File: config.mk
export PLATFORM = sky130hd
export DESIGN_NAME = assembly_source_lexer_top
export DESIGN_NICKNAME = d
export VERILOG_FILES = /design/src/rtl/core/asl_pkg.sv /design/src/rtl/core/asl_queue.sv /design/src/rtl/core/asl_front.sv /design/src/rtl/core/asl_back.sv /design/src/rtl/core/assembly_source_lexer_top.sv
export SDC_FILE = /design/constraint.sdc
export NUM_CORES = 1
export LEC_CHECK = 0
export BUFFER_PORTS_ARGS = -buffer_cell sky130_fd_sc_hd__clkbuf_2
export CORE_ASPECT_RATIO = 0.75
export CORE_UTILIZATION = 56
export DETAILED_ROUTE_END_ITERATION = 12
export GPL_TIMING_DRIVEN = 0
export PLACE_DENSITY_LB_ADDON = 0.25
export SLEW_MARGIN = 10
export SYNTH_ARGS = -nofsm -noshare
export SYNTH_HDL_FRONTEND = slang
export SYNTH_SLANG_ARGS = --single-unit
File: constraint.sdc
create_clock -name aclk -period 8.5 [get_ports aclk]
set_input_delay 1.7 -clock aclk [delete_from_list [all_inputs] [get_ports aclk]]
set_output_delay 1.7 -clock aclk [all_outputs]
set_load 0.01 [all_outputs]
File: src/rtl/core/asl_pkg.sv
// Shared types, constants and helper functions for the assembly source lexer.
`default_nettype none

package asl_pkg;

    // Defaults for the top-level parameters
    localparam int TEXT_CHARS_DEF    = 8;
    localparam int POSITION_BITS_DEF = 16;
    localparam int QUEUE_DEPTH_DEF   = 4;

    // Token classes; KIND_SPACE never leaves the block
    typedef enum logic [3:0] {
        KIND_DIGIT    = 4'd0,
        KIND_LETTER   = 4'd1,
        KIND_COMMA    = 4'd2,
        KIND_LSQB     = 4'd3,
        KIND_RSQB     = 4'd4,
        KIND_COLON    = 4'd5,
        KIND_MINUS    = 4'd6,
        KIND_NEWLINE  = 4'd7,
        KIND_INVALID  = 4'd8,
        KIND_OPCODE   = 4'd9,
        KIND_REGISTER = 4'd10,
        KIND_CONSTANT = 4'd11,
        KIND_LABEL    = 4'd12,
        KIND_END      = 4'd13,
        KIND_SPACE    = 4'd15
    } asl_kind_t;

    // Open-run state of the front end
    typedef enum logic [1:0] {
        MODE_NONE  = 2'd0,
        MODE_ALNUM = 2'd1,
        MODE_DIGIT = 2'd2
    } asl_mode_t;

    // Punctuation codes
    localparam logic [7:0] CH_COMMA = 8'h2C;
    localparam logic [7:0] CH_LSQB  = 8'h5B;
    localparam logic [7:0] CH_RSQB  = 8'h5D;
    localparam logic [7:0] CH_COLON = 8'h3A;
    localparam logic [7:0] CH_MINUS = 8'h2D;
    localparam logic [7:0] CH_LF    = 8'h0A;
    localparam logic [7:0] CH_CR    = 8'h0D;
    localparam logic [7:0] CH_SPACE = 8'h20;

    // Input beat
    typedef struct packed {
        logic [7:0] char_code;
        logic       end_of_input;
    } asl_in_t;

    // Output beat
    typedef struct packed {
        logic [3:0]  token_kind;
        logic [63:0] token_text;
        logic [7:0]  token_length;
        logic [15:0] column_start;
        logic [15:0] column_end;
        logic [15:0] line_number;
        logic        last_token;
    } asl_out_t;

    // Keyword tables, first character in the low byte, unused bytes zero
    localparam int OPCODE_COUNT   = 12;
    localparam int REGISTER_COUNT = 4;

    localparam logic [31:0] OPCODE_WORDS [OPCODE_COUNT] = '{
        {8'h00, "K", "R", "H"},
        {8'h00, "P", "O", "T"},
        {8'h00, "K", "I", "C"},
        {8'h00, "P", "R", "C"},
        {8'h00, "L", "O", "B"},
        {8'h00, "G", "E", "D"},
        {8'h00, 8'h00, "E", "V"},
        {"A", "Y", "E", "V"},
        {8'h00, 8'h00, "S", "S"},
        {8'h00, "D", "S", "S"},
        {8'h00, 8'h00, "N", "S"},
        {8'h00, 8'h00, "P", "S"}
    };

    localparam logic [7:0] OPCODE_LENS [OPCODE_COUNT] = '{
        8'd3, 8'd3, 8'd3, 8'd3, 8'd3, 8'd3, 8'd2, 8'd4, 8'd2, 8'd3, 8'd2, 8'd2
    };

    localparam logic [31:0] REGISTER_WORDS [REGISTER_COUNT] = '{
        {8'h00, 8'h00, "X", "A"},
        {8'h00, 8'h00, "X", "B"},
        {8'h00, 8'h00, "X", "C"},
        {8'h00, 8'h00, "X", "D"}
    };

    // Width of one front-to-back bundle (see the bundle_t layout in front/back)
    function automatic int bundle_bits(input int text_chars, input int pos_bits);
        return 24 + 8 * text_chars + 6 * pos_bits;
    endfunction

    function automatic asl_kind_t classify_byte(input logic [7:0] b);
        asl_kind_t k;
        if (b >= "0" && b <= "9") begin
            k = KIND_DIGIT;
        end else if ((b >= "A" && b <= "Z") || (b >= "a" && b <= "z")) begin
            k = KIND_LETTER;
        end else begin
            unique case (b) inside
                CH_COMMA:     k = KIND_COMMA;
                CH_LSQB:      k = KIND_LSQB;
                CH_RSQB:      k = KIND_RSQB;
                CH_COLON:     k = KIND_COLON;
                CH_MINUS:     k = KIND_MINUS;
                CH_LF, CH_CR: k = KIND_NEWLINE;
                CH_SPACE:     k = KIND_SPACE;
                default:      k = KIND_INVALID;
            endcase
        end
        return k;
    endfunction

    function automatic logic is_opcode(input logic [31:0] txt, input logic [7:0] len);
        logic hit;
        hit = 1'b0;
        for (int i = 0; i < OPCODE_COUNT; i++) begin
            if (len == OPCODE_LENS[i] && txt == OPCODE_WORDS[i]) hit = 1'b1;
        end
        return hit;
    endfunction

    function automatic logic is_register(input logic [31:0] txt, input logic [7:0] len);
        logic hit;
        hit = 1'b0;
        for (int i = 0; i < REGISTER_COUNT; i++) begin
            if (len == 8'd2 && txt == REGISTER_WORDS[i]) hit = 1'b1;
        end
        return hit;
    endfunction

endpackage

`default_nettype wire

File: src/rtl/core/asl_queue.sv
// Small register FIFO between lexer front end and token back end.
`default_nettype none

module asl_queue #(
    parameter int WIDTH = 8,
    parameter int DEPTH = 4
) (
    input  wire logic             aclk,
    input  wire logic             aresetn,
    input  wire logic             push,
    input  wire logic [WIDTH-1:0] push_data,
    input  wire logic             pop,
    output      logic [WIDTH-1:0] rd_data,
    output      logic             empty,
    output      logic             full
);

    localparam int AW = (DEPTH > 1) ? $clog2(DEPTH) : 1;
    localparam int CW = $clog2(DEPTH + 1);

    logic [WIDTH-1:0] mem_reg [DEPTH];
    logic [AW-1:0]    wr_ptr_reg, wr_ptr_next;
    logic [AW-1:0]    rd_ptr_reg, rd_ptr_next;
    logic [CW-1:0]    count_reg, count_next;

    always_comb begin
        wr_ptr_next = wr_ptr_reg;
        rd_ptr_next = rd_ptr_reg;
        count_next  = count_reg;
        if (push) begin
            wr_ptr_next = (wr_ptr_reg == AW'(DEPTH - 1)) ? '0 : wr_ptr_reg + AW'(1);
        end
        if (pop) begin
            rd_ptr_next = (rd_ptr_reg == AW'(DEPTH - 1)) ? '0 : rd_ptr_reg + AW'(1);
        end
        if (push && !pop) begin
            count_next = count_reg + CW'(1);
        end else if (pop && !push) begin
            count_next = count_reg - CW'(1);
        end
    end

    always_ff @(posedge aclk) begin
        if (!aresetn) begin
            wr_ptr_reg <= '0;
            rd_ptr_reg <= '0;
            count_reg  <= '0;
        end else begin
            wr_ptr_reg <= wr_ptr_next;
            rd_ptr_reg <= rd_ptr_next;
            count_reg  <= count_next;
        end
    end

    always_ff @(posedge aclk) begin
        if (push) begin
            mem_reg[wr_ptr_reg] <= push_data;
        end
    end

    assign rd_data = mem_reg[rd_ptr_reg];
    assign empty   = (count_reg == '0);
    assign full    = (count_reg == CW'(DEPTH));

`ifndef SYNTHESIS
    a_no_overflow: assert property (@(posedge aclk) disable iff (!aresetn)
        push |-> !full)
        else $error("queue written while full");

    a_no_underflow: assert property (@(posedge aclk) disable iff (!aresetn)
        pop |-> !empty)
        else $error("queue read while empty");

    a_count_tracks: assert property (@(posedge aclk) disable iff (!aresetn)
        (push && !pop) |=> count_reg == $past(count_reg) + CW'(1))
        else $error("queue count did not advance on push");
`endif

endmodule

`default_nettype wire

File: src/rtl/core/asl_front.sv
// Lexer front end: byte classification, run tracking, token bundle build.
`default_nettype none

module asl_front #(
    parameter int TEXT_CHARS    = asl_pkg::TEXT_CHARS_DEF,
    parameter int POSITION_BITS = asl_pkg::POSITION_BITS_DEF
) (
    input  wire logic            aclk,
    input  wire logic            aresetn,
    input  wire logic            s_valid,
    output      logic            s_ready,
    input  wire asl_pkg::asl_in_t s_data,
    output      logic            push,
    output      logic [asl_pkg::bundle_bits(TEXT_CHARS, POSITION_BITS)-1:0] push_data,
    input  wire logic            q_full
);

    import asl_pkg::*;

    localparam int TB = TEXT_CHARS * 8;
    localparam int PB = POSITION_BITS;
    localparam logic [PB-1:0] POS_MAX = '1;

    typedef struct packed {
        logic          run_v;
        logic          run_digit;
        logic [TB-1:0] run_text;
        logic [7:0]    run_len;
        logic [PB-1:0] run_start;
        logic [PB-1:0] run_end;
        logic [PB-1:0] line_pre;
        logic          chr_v;
        asl_kind_t     chr_kind;
        logic [7:0]    chr_code;
        logic [PB-1:0] pos;
        logic [PB-1:0] line_post;
        logic          end_v;
        logic [PB-1:0] end_pos;
    } bundle_t;

    asl_mode_t     mode_reg, mode_next;
    logic [TB-1:0] text_reg, text_next;
    logic [7:0]    len_reg, len_next;
    logic [PB-1:0] start_reg, start_next;
    logic [PB-1:0] offset_reg, offset_next;
    logic [PB-1:0] line_reg, line_next;

    asl_kind_t     cls;
    logic          accept, eoi;
    logic          extend, close_run, starts_run, single;
    logic [TB-1:0] app_text, sel_text;
    logic [7:0]    app_len, sel_len;
    logic [PB:0]   end_sum;
    logic [PB-1:0] pos_inc, line_inc, line_post;
    bundle_t       bnd;

    assign s_ready = !q_full;
    assign accept  = s_valid && s_ready;
    assign eoi     = s_data.end_of_input;

    always_comb begin
        cls = classify_byte(s_data.char_code);

        extend = (mode_reg == MODE_ALNUM && (cls == KIND_LETTER || cls == KIND_DIGIT))
              || (mode_reg == MODE_DIGIT && cls == KIND_DIGIT);
        close_run  = (mode_reg != MODE_NONE) && !extend;
        starts_run = !extend && (cls == KIND_LETTER || cls == KIND_DIGIT || cls == KIND_MINUS);
        single     = !extend && !starts_run && cls != KIND_SPACE;

        // append at the current length; only the first TEXT_CHARS bytes are kept
        app_text = text_reg;
        for (int i = 0; i < TEXT_CHARS; i++) begin
            if (len_reg == 8'(i)) app_text[8*i +: 8] = s_data.char_code;
        end
        app_len = (len_reg == 8'hFF) ? len_reg : len_reg + 8'd1;

        pos_inc   = (offset_reg == POS_MAX) ? offset_reg : offset_reg + PB'(1);
        line_inc  = (line_reg == POS_MAX) ? line_reg : line_reg + PB'(1);
        line_post = (single && cls == KIND_NEWLINE) ? line_inc : line_reg;

        // closed run, or the run still growing when the source ends
        sel_text = close_run ? text_reg : app_text;
        sel_len  = close_run ? len_reg : app_len;
        end_sum  = {1'b0, start_reg} + (PB+1)'(sel_len) - (PB+1)'(1);

        bnd.run_v     = close_run || (extend && eoi);
        bnd.run_digit = (mode_reg == MODE_DIGIT);
        bnd.run_text  = sel_text;
        bnd.run_len   = sel_len;
        bnd.run_start = start_reg;
        bnd.run_end   = (end_sum > {1'b0, POS_MAX}) ? POS_MAX : end_sum[PB-1:0];
        bnd.line_pre  = line_reg;
        // a run opened by the final byte goes out as a one-character token
        bnd.chr_v     = single || (starts_run && eoi);
        bnd.chr_kind  = cls;
        bnd.chr_code  = s_data.char_code;
        bnd.pos       = offset_reg;
        bnd.line_post = line_post;
        bnd.end_v     = eoi;
        bnd.end_pos   = pos_inc;

        push      = accept && (bnd.run_v || bnd.chr_v || bnd.end_v);
        push_data = bnd;

        mode_next   = mode_reg;
        text_next   = text_reg;
        len_next    = len_reg;
        start_next  = start_reg;
        offset_next = offset_reg;
        line_next   = line_reg;
        if (accept) begin
            if (eoi) begin
                mode_next   = MODE_NONE;
                offset_next = '0;
                line_next   = '0;
            end else begin
                offset_next = pos_inc;
                line_next   = line_post;
                if (extend) begin
                    text_next = app_text;
                    len_next  = app_len;
                end else if (starts_run) begin
                    mode_next  = (cls == KIND_LETTER) ? MODE_ALNUM : MODE_DIGIT;
                    text_next  = TB'(s_data.char_code);
                    len_next   = 8'd1;
                    start_next = offset_reg;
                end else begin
                    mode_next = MODE_NONE;
                end
            end
        end
    end

    always_ff @(posedge aclk) begin
        if (!aresetn) begin
            mode_reg   <= MODE_NONE;
            offset_reg <= '0;
            line_reg   <= '0;
        end else begin
            mode_reg   <= mode_next;
            offset_reg <= offset_next;
            line_reg   <= line_next;
        end
    end

    always_ff @(posedge aclk) begin
        text_reg  <= text_next;
        len_reg   <= len_next;
        start_reg <= start_next;
    end

`ifndef SYNTHESIS
    a_eoi_rewinds: assert property (@(posedge aclk) disable iff (!aresetn)
        (accept && eoi) |=> (offset_reg == '0 && line_reg == '0 && mode_reg == MODE_NONE))
        else $error("source end did not rewind position state");

    a_open_run_nonempty: assert property (@(posedge aclk) disable iff (!aresetn)
        (mode_reg != MODE_NONE) |-> (len_reg != 8'd0))
        else $error("open run with zero length");

    a_offset_monotonic: assert property (@(posedge aclk) disable iff (!aresetn)
        (accept && !eoi) |=> (offset_reg >= $past(offset_reg) && line_reg >= $past(line_reg)))
        else $error("position counter went backwards");
`endif

endmodule

`default_nettype wire

File: src/rtl/core/asl_back.sv
// Lexer back end: keyword matching and serialization of bundles into token beats.
`default_nettype none

module asl_back #(
    parameter int TEXT_CHARS    = asl_pkg::TEXT_CHARS_DEF,
    parameter int POSITION_BITS = asl_pkg::POSITION_BITS_DEF
) (
    input  wire logic             aclk,
    input  wire logic             aresetn,
    input  wire logic [asl_pkg::bundle_bits(TEXT_CHARS, POSITION_BITS)-1:0] q_data,
    input  wire logic             q_empty,
    output      logic             q_pop,
    output      logic             m_valid,
    input  wire logic             m_ready,
    output      asl_pkg::asl_out_t m_data
);

    import asl_pkg::*;

    localparam int TB = TEXT_CHARS * 8;
    localparam int PB = POSITION_BITS;

    typedef struct packed {
        logic          run_v;
        logic          run_digit;
        logic [TB-1:0] run_text;
        logic [7:0]    run_len;
        logic [PB-1:0] run_start;
        logic [PB-1:0] run_end;
        logic [PB-1:0] line_pre;
        logic          chr_v;
        asl_kind_t     chr_kind;
        logic [7:0]    chr_code;
        logic [PB-1:0] pos;
        logic [PB-1:0] line_post;
        logic          end_v;
        logic [PB-1:0] end_pos;
    } bundle_t;

    // sent mask bits: run token, single-character token, end marker
    logic [2:0] sent_reg, sent_next;
    logic       m_valid_reg, m_valid_next;
    asl_out_t   m_data_reg, m_data_next;

    bundle_t    bnd;
    logic [2:0] pending, pick, remaining;
    logic       load, fire;
    asl_kind_t  run_kind;
    asl_out_t   tok;

    always_comb begin
        bnd = bundle_t'(q_data);

        pending = q_empty ? 3'b000 : ({bnd.end_v, bnd.chr_v, bnd.run_v} & ~sent_reg);
        if (pending[0]) begin
            pick = 3'b001;
        end else if (pending[1]) begin
            pick = 3'b010;
        end else begin
            pick = pending & 3'b100;
        end
        remaining = pending & ~pick;

        load  = !m_valid_reg || m_ready;
        fire  = load && !q_empty;
        q_pop = fire && (remaining == 3'b000);

        if (bnd.run_len == 8'd1) begin
            run_kind = classify_byte(bnd.run_text[7:0]);
        end else if (bnd.run_digit) begin
            run_kind = KIND_CONSTANT;
        end else if (is_opcode(bnd.run_text[31:0], bnd.run_len)) begin
            run_kind = KIND_OPCODE;
        end else if (is_register(bnd.run_text[31:0], bnd.run_len)) begin
            run_kind = KIND_REGISTER;
        end else begin
            run_kind = KIND_LABEL;
        end

        if (pick[0]) begin
            tok.token_kind   = run_kind;
            tok.token_text   = 64'(bnd.run_text);
            tok.token_length = bnd.run_len;
            tok.column_start = 16'(bnd.run_start);
            tok.column_end   = 16'(bnd.run_end);
            tok.line_number  = 16'(bnd.line_pre);
            tok.last_token   = 1'b0;
        end else if (pick[1]) begin
            tok.token_kind   = bnd.chr_kind;
            tok.token_text   = 64'(bnd.chr_code);
            tok.token_length = 8'd1;
            tok.column_start = 16'(bnd.pos);
            tok.column_end   = 16'(bnd.pos);
            tok.line_number  = 16'(bnd.line_post);
            tok.last_token   = 1'b0;
        end else begin
            tok.token_kind   = KIND_END;
            tok.token_text   = '0;
            tok.token_length = 8'd0;
            tok.column_start = 16'(bnd.end_pos);
            tok.column_end   = 16'(bnd.end_pos);
            tok.line_number  = 16'(bnd.line_post);
            tok.last_token   = 1'b1;
        end

        sent_next    = sent_reg;
        m_valid_next = m_valid_reg;
        m_data_next  = m_data_reg;
        if (load) begin
            m_valid_next = !q_empty;
        end
        if (fire) begin
            m_data_next = tok;
            sent_next   = q_pop ? 3'b000 : (sent_reg | pick);
        end
    end

    always_ff @(posedge aclk) begin
        if (!aresetn) begin
            sent_reg    <= 3'b000;
            m_valid_reg <= 1'b0;
        end else begin
            sent_reg    <= sent_next;
            m_valid_reg <= m_valid_next;
        end
    end

    always_ff @(posedge aclk) begin
        m_data_reg <= m_data_next;
    end

    assign m_valid = m_valid_reg;
    assign m_data  = m_data_reg;

`ifndef SYNTHESIS
    a_head_has_work: assert property (@(posedge aclk) disable iff (!aresetn)
        !q_empty |-> (pending != 3'b000))
        else $error("queue head holds no unsent token");

    a_pop_with_beat: assert property (@(posedge aclk) disable iff (!aresetn)
        q_pop |=> m_valid_reg)
        else $error("bundle retired without a beat");

    a_end_is_last: assert property (@(posedge aclk) disable iff (!aresetn)
        (fire && pick[2]) |-> q_pop)
        else $error("end marker not the last beat of its bundle");
`endif

endmodule

`default_nettype wire

File: src/rtl/core/assembly_source_lexer_top.sv
// Top level of the assembly source lexer: front end, bundle queue, back end.
//
//  channel   dir  handshake          beat payload
//  s_        in   s_valid/s_ready    asl_in_t : char_code, end_of_input
//  m_        out  m_valid/m_ready    asl_out_t: kind, text, length, columns, line, last
//
//  One source byte is taken per cycle while the bundle queue has room.
//  Each byte yields a bundle of zero to three tokens; the back end sends one
//  token beat per cycle while m_ready allows, so a byte with k tokens takes k beats.
//  A byte's bundle is written into the bundle queue, then its first token into the output register.
//  s_ready drops only when QUEUE_DEPTH bundles wait behind the output register.
//  Reset is synchronous on aresetn; no clearing pass.
`default_nettype none

module assembly_source_lexer_top #(
    parameter int TEXT_CHARS    = asl_pkg::TEXT_CHARS_DEF,
    parameter int POSITION_BITS = asl_pkg::POSITION_BITS_DEF,
    parameter int QUEUE_DEPTH   = asl_pkg::QUEUE_DEPTH_DEF
) (
    input  wire logic              aclk,
    input  wire logic              aresetn,
    input  wire logic              s_valid,
    output      logic              s_ready,
    input  wire asl_pkg::asl_in_t  s_data,
    output      logic              m_valid,
    input  wire logic              m_ready,
    output      asl_pkg::asl_out_t m_data
);

    import asl_pkg::*;

    // bundle: optional run token, optional one-character token, optional end marker
    localparam int BUNDLE_W = bundle_bits(TEXT_CHARS, POSITION_BITS);

    logic                push;
    logic [BUNDLE_W-1:0] push_data;
    logic                pop;
    logic [BUNDLE_W-1:0] head_data;
    logic                q_empty;
    logic                q_full;

    // Front: byte classify, run state, offsets and line count
    asl_front #(
        .TEXT_CHARS    (TEXT_CHARS),
        .POSITION_BITS (POSITION_BITS)
    ) u_front (
        .aclk      (aclk),
        .aresetn   (aresetn),
        .s_valid   (s_valid),
        .s_ready   (s_ready),
        .s_data    (s_data),
        .push      (push),
        .push_data (push_data),
        .q_full    (q_full)
    );

    // Queue decouples byte intake from token output bursts
    asl_queue #(
        .WIDTH (BUNDLE_W),
        .DEPTH (QUEUE_DEPTH)
    ) u_queue (
        .aclk      (aclk),
        .aresetn   (aresetn),
        .push      (push),
        .push_data (push_data),
        .pop       (pop),
        .rd_data   (head_data),
        .empty     (q_empty),
        .full      (q_full)
    );

    // Back: keyword match, token formatting, registered output beat
    asl_back #(
        .TEXT_CHARS    (TEXT_CHARS),
        .POSITION_BITS (POSITION_BITS)
    ) u_back (
        .aclk    (aclk),
        .aresetn (aresetn),
        .q_data  (head_data),
        .q_empty (q_empty),
        .q_pop   (pop),
        .m_valid (m_valid),
        .m_ready (m_ready),
        .m_data  (m_data)
    );

endmodule

`default_nettype wire
==> impl_metrics.prom <==
# TYPE chip_impl_metric gauge
chip_impl_metric{name="hold_violations",unit=""} 0
chip_impl_metric{name="post-route-cell-area",unit="mm^2"} 0.0467
chip_impl_metric{name="worstMarginPinSlew",unit="ns"} 1.19
chip_impl_metric{name="htree_levels",unit=""} 3
chip_impl_metric{name="worst_skew_pair.late_latency",unit="ns"} 0.67
chip_impl_metric{name="route.antenna.remaining_nets",unit=""} 0
chip_impl_metric{name="dpl_cell_area",unit="mm^2"} 0.0433
chip_impl_metric{name="drt_wl_total",unit="mm"} 92.8
chip_impl_metric{name="drv_slew",unit=""} 0
chip_impl_metric{name="first_global_vias",unit=""} 22000
chip_impl_metric{name="yosysSeqAreaShare",unit="%"} 72.2
chip_impl_metric{name="dr_total_vias",unit=""} 22500
chip_impl_metric{name="biggest_fanout_along_the_worst_timing_path",unit=""} 10
chip_impl_metric{name="final_worst_clock_skew",unit="ns"} 0.0333
chip_impl_metric{name="grt_first_pass_wirelength",unit="mm"} 138
chip_impl_metric{name="port_buffers",unit=""} 139
chip_impl_info{name="outcome",value="finished, final reports clean"} 1
chip_impl_metric{name="viasPerCell",unit=""} 6.21
chip_impl_metric{name="drc",unit=""} 0
chip_impl_metric{name="final_critical_path_share_of_the_clock_period",unit="%"} 95.5
chip_impl_metric{name="tritoncts.num_buffers",unit=""} 95
chip_impl_metric{name="p_per_area",unit="mW/mm^2"} 305
chip_impl_metric{name="final_cell_count_no_fill",unit=""} 3620
chip_impl_info{name="clockRootBuffer",value="sky130_fd_sc_hd__clkbuf_16"} 1
chip_impl_metric{name="initial_utilization",unit="%"} 56.7
chip_impl_metric{name="cts.sink_count",unit=""} 996
chip_impl_info{name="cp-start-kind",value="input pin"} 1
chip_impl_metric{name="ys.warnings.count",unit=""} 0
chip_impl_metric{name="synthCells",unit=""} 2324
chip_impl_metric{name="antenna_found_initial",unit=""} 3
chip_impl_metric{name="coreArea",unit="mm^2"} 0.0719
chip_impl_metric{name="post_synthesis_register_bit_count",unit=""} 996
chip_impl_info{name="largest_family_of_logic_cells_by_synthesized_area",value="multiplexers"} 1
chip_impl_metric{name="design.die.area",unit="mm^2"} 0.0739
chip_impl_metric{name="synthXorXnorAreaFrac",unit="%"} 1.03
chip_impl_metric{name="post-cts-setup-buffer-count",unit=""} 0
chip_impl_info{name="timing.setup.critical_path_class",value="in2reg"} 1
chip_impl_metric{name="postSynth.asyncResetShare",unit="%"} 0
chip_impl_metric{name="fmax",unit="MHz"} 123
chip_impl_metric{name="post-dp-hpwl",unit="mm"} 60.6
chip_impl_metric{name="post_synth_and_or_nand_nor_area_fraction",unit="%"} 6.50
chip_impl_metric{name="fp.dieH",unit="um"} 236
chip_impl_metric{name="finalNetCount",unit=""} 2633
chip_impl_info{name="postSynth.topFlopCell",value="sky130_fd_sc_hd__edfxtp_1"} 1
chip_impl_metric{name="number_of_flip_flops_under_the_largest_register_name",unit=""} 736
chip_impl_metric{name="dpl.cell_count",unit=""} 3443
chip_impl_metric{name="grt_max_degree",unit=""} 55
chip_impl_metric{name="finalSetupViolCount",unit=""} 0
chip_impl_metric{name="syn_avg_cell_area",unit="um^2"} 17.6
chip_impl_metric{name="muxShareOfSynthArea",unit="%"} 13.7
chip_impl_info{name="rsz0062_at_grt",value="false"} 1
chip_impl_metric{name="clock_tree.buffer_depth",unit=""} 3
chip_impl_metric{name="mean_routed_wirelength_per_cell",unit="um"} 25.6
chip_impl_metric{name="post_synth_num_cell_types",unit=""} 70
chip_impl_info{name="cp-end-kind",value="register"} 1
chip_impl_metric{name="track_usage",unit="%"} 25.4
chip_impl_metric{name="post_synth_edffs",unit=""} 949
chip_impl_metric{name="weighted_congestion_at_the_end_of_routability_driven_global_placement",unit=""} 0.912
chip_impl_metric{name="worst_slew_margin_rel",unit="%"} 20.5
chip_impl_metric{name="static-leakage-power",unit="nW"} 15.8
chip_impl_metric{name="placement_rows",unit=""} 85
chip_impl_metric{name="synth-compound-area-share",unit="%"} 3.65
chip_impl_metric{name="synth.net_count",unit=""} 2374
chip_impl_metric{name="flow.area_growth_from_synthesis",unit="%"} 14.5
chip_impl_metric{name="clk_transition_reported_paths",unit="ns"} 0.06
chip_impl_metric{name="drive_gt1_share",unit="%"} 21.0
chip_impl_metric{name="worst-endpoint-required",unit="ns"} 8.85
chip_impl_metric{name="firstDrtPassIters",unit=""} 6
chip_impl_metric{name="irDropWorstVdd",unit="V"} 0.000162
chip_impl_metric{name="mappedNetlistArea",unit="mm^2"} 0.0408
chip_impl_metric{name="worstPathArrival",unit="ns"} 8.47
chip_impl_info{name="tritoncts_clock_tree",value="done"} 1
chip_impl_info{name="holdCritPathClass",value="reg2reg"} 1
chip_impl_metric{name="first_iter_violations",unit=""} 2768
chip_impl_metric{name="synth_adder_area_share",unit="%"} 1.17
chip_impl_metric{name="design.portCount",unit=""} 140
chip_impl_metric{name="finalWorstPathRequiredPeriod",unit="ns"} 8.11
chip_impl_metric{name="maxCapViolCount",unit=""} 0
chip_impl_metric{name="global_route.overflow_total",unit=""} 0
chip_impl_metric{name="floorplan.die.width",unit="um"} 314
-- Yosys cell counts (all sizes together) (18+ instances only) --
library cell	n	area share [%]
a21o	44	0.81
nand3	61	0.76
a22oi	21	0.39
mux4	183	10
nor2b	41	0.63
clkbuf	85	0.78
inv	62	0.57
nor2	97	0.92
xnor2	30	0.64
a21oi	71	0.87
edfxtp	949	70
nand2	115	1.1
o21ai	41	0.50
mux2	86	2.4
buf	33	0.46
dfxtp	47	2.3
xor2	18	0.39
ha	35	1.1
nor3	27	0.33
and2	79	1.2
mux2i	46	1.1
-- kinds of logic (layout without fill, tap and decap cells) --
group	count (synthesis)	count (layout)
flip-flops	996	996
buffers and inverters	180	518
adder cells (fa/ha/maj)	37	37
XOR/XNOR	48	48
AND/OR/NAND/NOR	515	515
multiplexers	315	315
other	0	1
AO/OA/AOI/OAI	233	233
-- timing repair --
item	in CTS	in global routing
endpoints found under the setup margin	0	40
gates resized for setup	0	1
hold buffers	0	0
-- final cells by class --
type / count / area, um^2
flip-flops and latches: 996 / 29400
fillers: 4853 / 25200
multi-input cells: 1148 / 10600
clock buffers: 115 / 2560
repair buffers: 162 / 1260
well taps: 957 / 1200
clock inverters: 61 / 841
plain buffers: 118 / 509
inverters: 62 / 233
diodes: 1 / 2.50
-- placed cells by master (no fill, tap or decap), types with 27 or more instances in the layout --
| cell | synthesis | layout |
|---|---|---|
| sky130_fd_sc_hd__edfxtp_1 | 949 | 949 |
| sky130_fd_sc_hd__mux4_2 | 177 | 177 |
| sky130_fd_sc_hd__clkbuf_2 | 0 | 140 |
| sky130_fd_sc_hd__nand2_1 | 115 | 115 |
| sky130_fd_sc_hd__clkbuf_1 | 85 | 99 |
| sky130_fd_sc_hd__clkbuf_16 | 0 | 99 |
| sky130_fd_sc_hd__nor2_1 | 93 | 93 |
| sky130_fd_sc_hd__and2_1 | 79 | 75 |
| sky130_fd_sc_hd__a21oi_1 | 71 | 70 |
| sky130_fd_sc_hd__mux2_1 | 62 | 62 |
| sky130_fd_sc_hd__inv_1 | 61 | 61 |
| sky130_fd_sc_hd__nand3_1 | 60 | 60 |
| sky130_fd_sc_hd__dfxtp_1 | 47 | 47 |
| sky130_fd_sc_hd__mux2i_1 | 46 | 46 |
| sky130_fd_sc_hd__a21o_1 | 44 | 44 |
| sky130_fd_sc_hd__nor2b_1 | 41 | 40 |
| sky130_fd_sc_hd__ha_1 | 35 | 35 |
| sky130_fd_sc_hd__xnor2_1 | 30 | 30 |
| sky130_fd_sc_hd__o21ai_0 | 28 | 28 |
| sky130_fd_sc_hd__nor3_1 | 27 | 27 |
-- critical path: stages --
cell                       delay, ns
sky130_fd_sc_hd__clkbuf_2       0.19
sky130_fd_sc_hd__clkbuf_1       0.49
sky130_fd_sc_hd__nor4b_1        0.65
sky130_fd_sc_hd__a31oi_1        0.24
sky130_fd_sc_hd__o31a_1         0.32
sky130_fd_sc_hd__clkbuf_1       0.25
sky130_fd_sc_hd__o21ai_1        0.39
sky130_fd_sc_hd__buf_2          0.36
sky130_fd_sc_hd__nand3_1        0.12
sky130_fd_sc_hd__xor2_1         0.38
sky130_fd_sc_hd__ha_1           0.31
sky130_fd_sc_hd__inv_1          0.10
sky130_fd_sc_hd__ha_1           0.24
sky130_fd_sc_hd__a21o_1         0.15
sky130_fd_sc_hd__a21oi_1        0.23
sky130_fd_sc_hd__nor2b_1        0.08
sky130_fd_sc_hd__o21ai_1        0.23
sky130_fd_sc_hd__a31oi_1        0.19
sky130_fd_sc_hd__o41ai_2        0.63
sky130_fd_sc_hd__o21ai_0        0.22
sky130_fd_sc_hd__nand4_1        0.37
sky130_fd_sc_hd__clkbuf_1       0.40
sky130_fd_sc_hd__nand2_1        0.21
-- path summary, 6_finish.rpt --
check                      start                     end  slack (ns)  depth (start not counted)
min           u_back.sent_reg[0]      u_back.sent_reg[0]        0.50                          2
max reg2reg  u_front.mode_reg[1]  u_queue.mem_reg[1][84]        2.21                         21
min reg2reg   u_back.sent_reg[0]      u_back.sent_reg[0]        0.50                          2
max                    s_data[7]  u_queue.mem_reg[1][84]        0.39                         23
-- per-layer routing --
layer	global-route usage (%)	wire length [um]	vias to the layer above
met1	39.3	39800	11500
met4	6.34	1920	4
met5	0	23	-
met3	4.68	9060	153
met2	37.6	42000	1179
li1	-	-	9657
-- power by group --
group	total, mW	internal, mW	switching [mW]
Combinational	3.35	1.31	2.04
Clock	4.57	2.76	1.82
Sequential	6.33	6.17	0.163
Total	14.3	10.2	4.02
-- per-stage QoR --
| stage | hold slack (ns) | total power, mW | setup TNS, ns | util, % | setup WS, ns |
|---|---|---|---|---|---|
| 2_1_floorplan | 0.428 | 8.47 | 0 | - | 0.201 |
| 3_3_place_gp | 0.441 | 9.73 | -3112.79 | 59.4 | -4.24 |
| 3_5_place_dp | 0.468 | 9.78 | -16.41 | 60.2 | -0.427 |
| 4_1_cts | 0.481 | 14.3 | 0 | 64.9 | 0.229 |
| 5_1_grt | 0.509 | 14.8 | 0 | 64.9 | 0.0588 |
| 6_report | 0.497 | 14.3 | 0 | 64.9 | 0.385 |
Note: power is estimated with default switching activity, not from simulation.
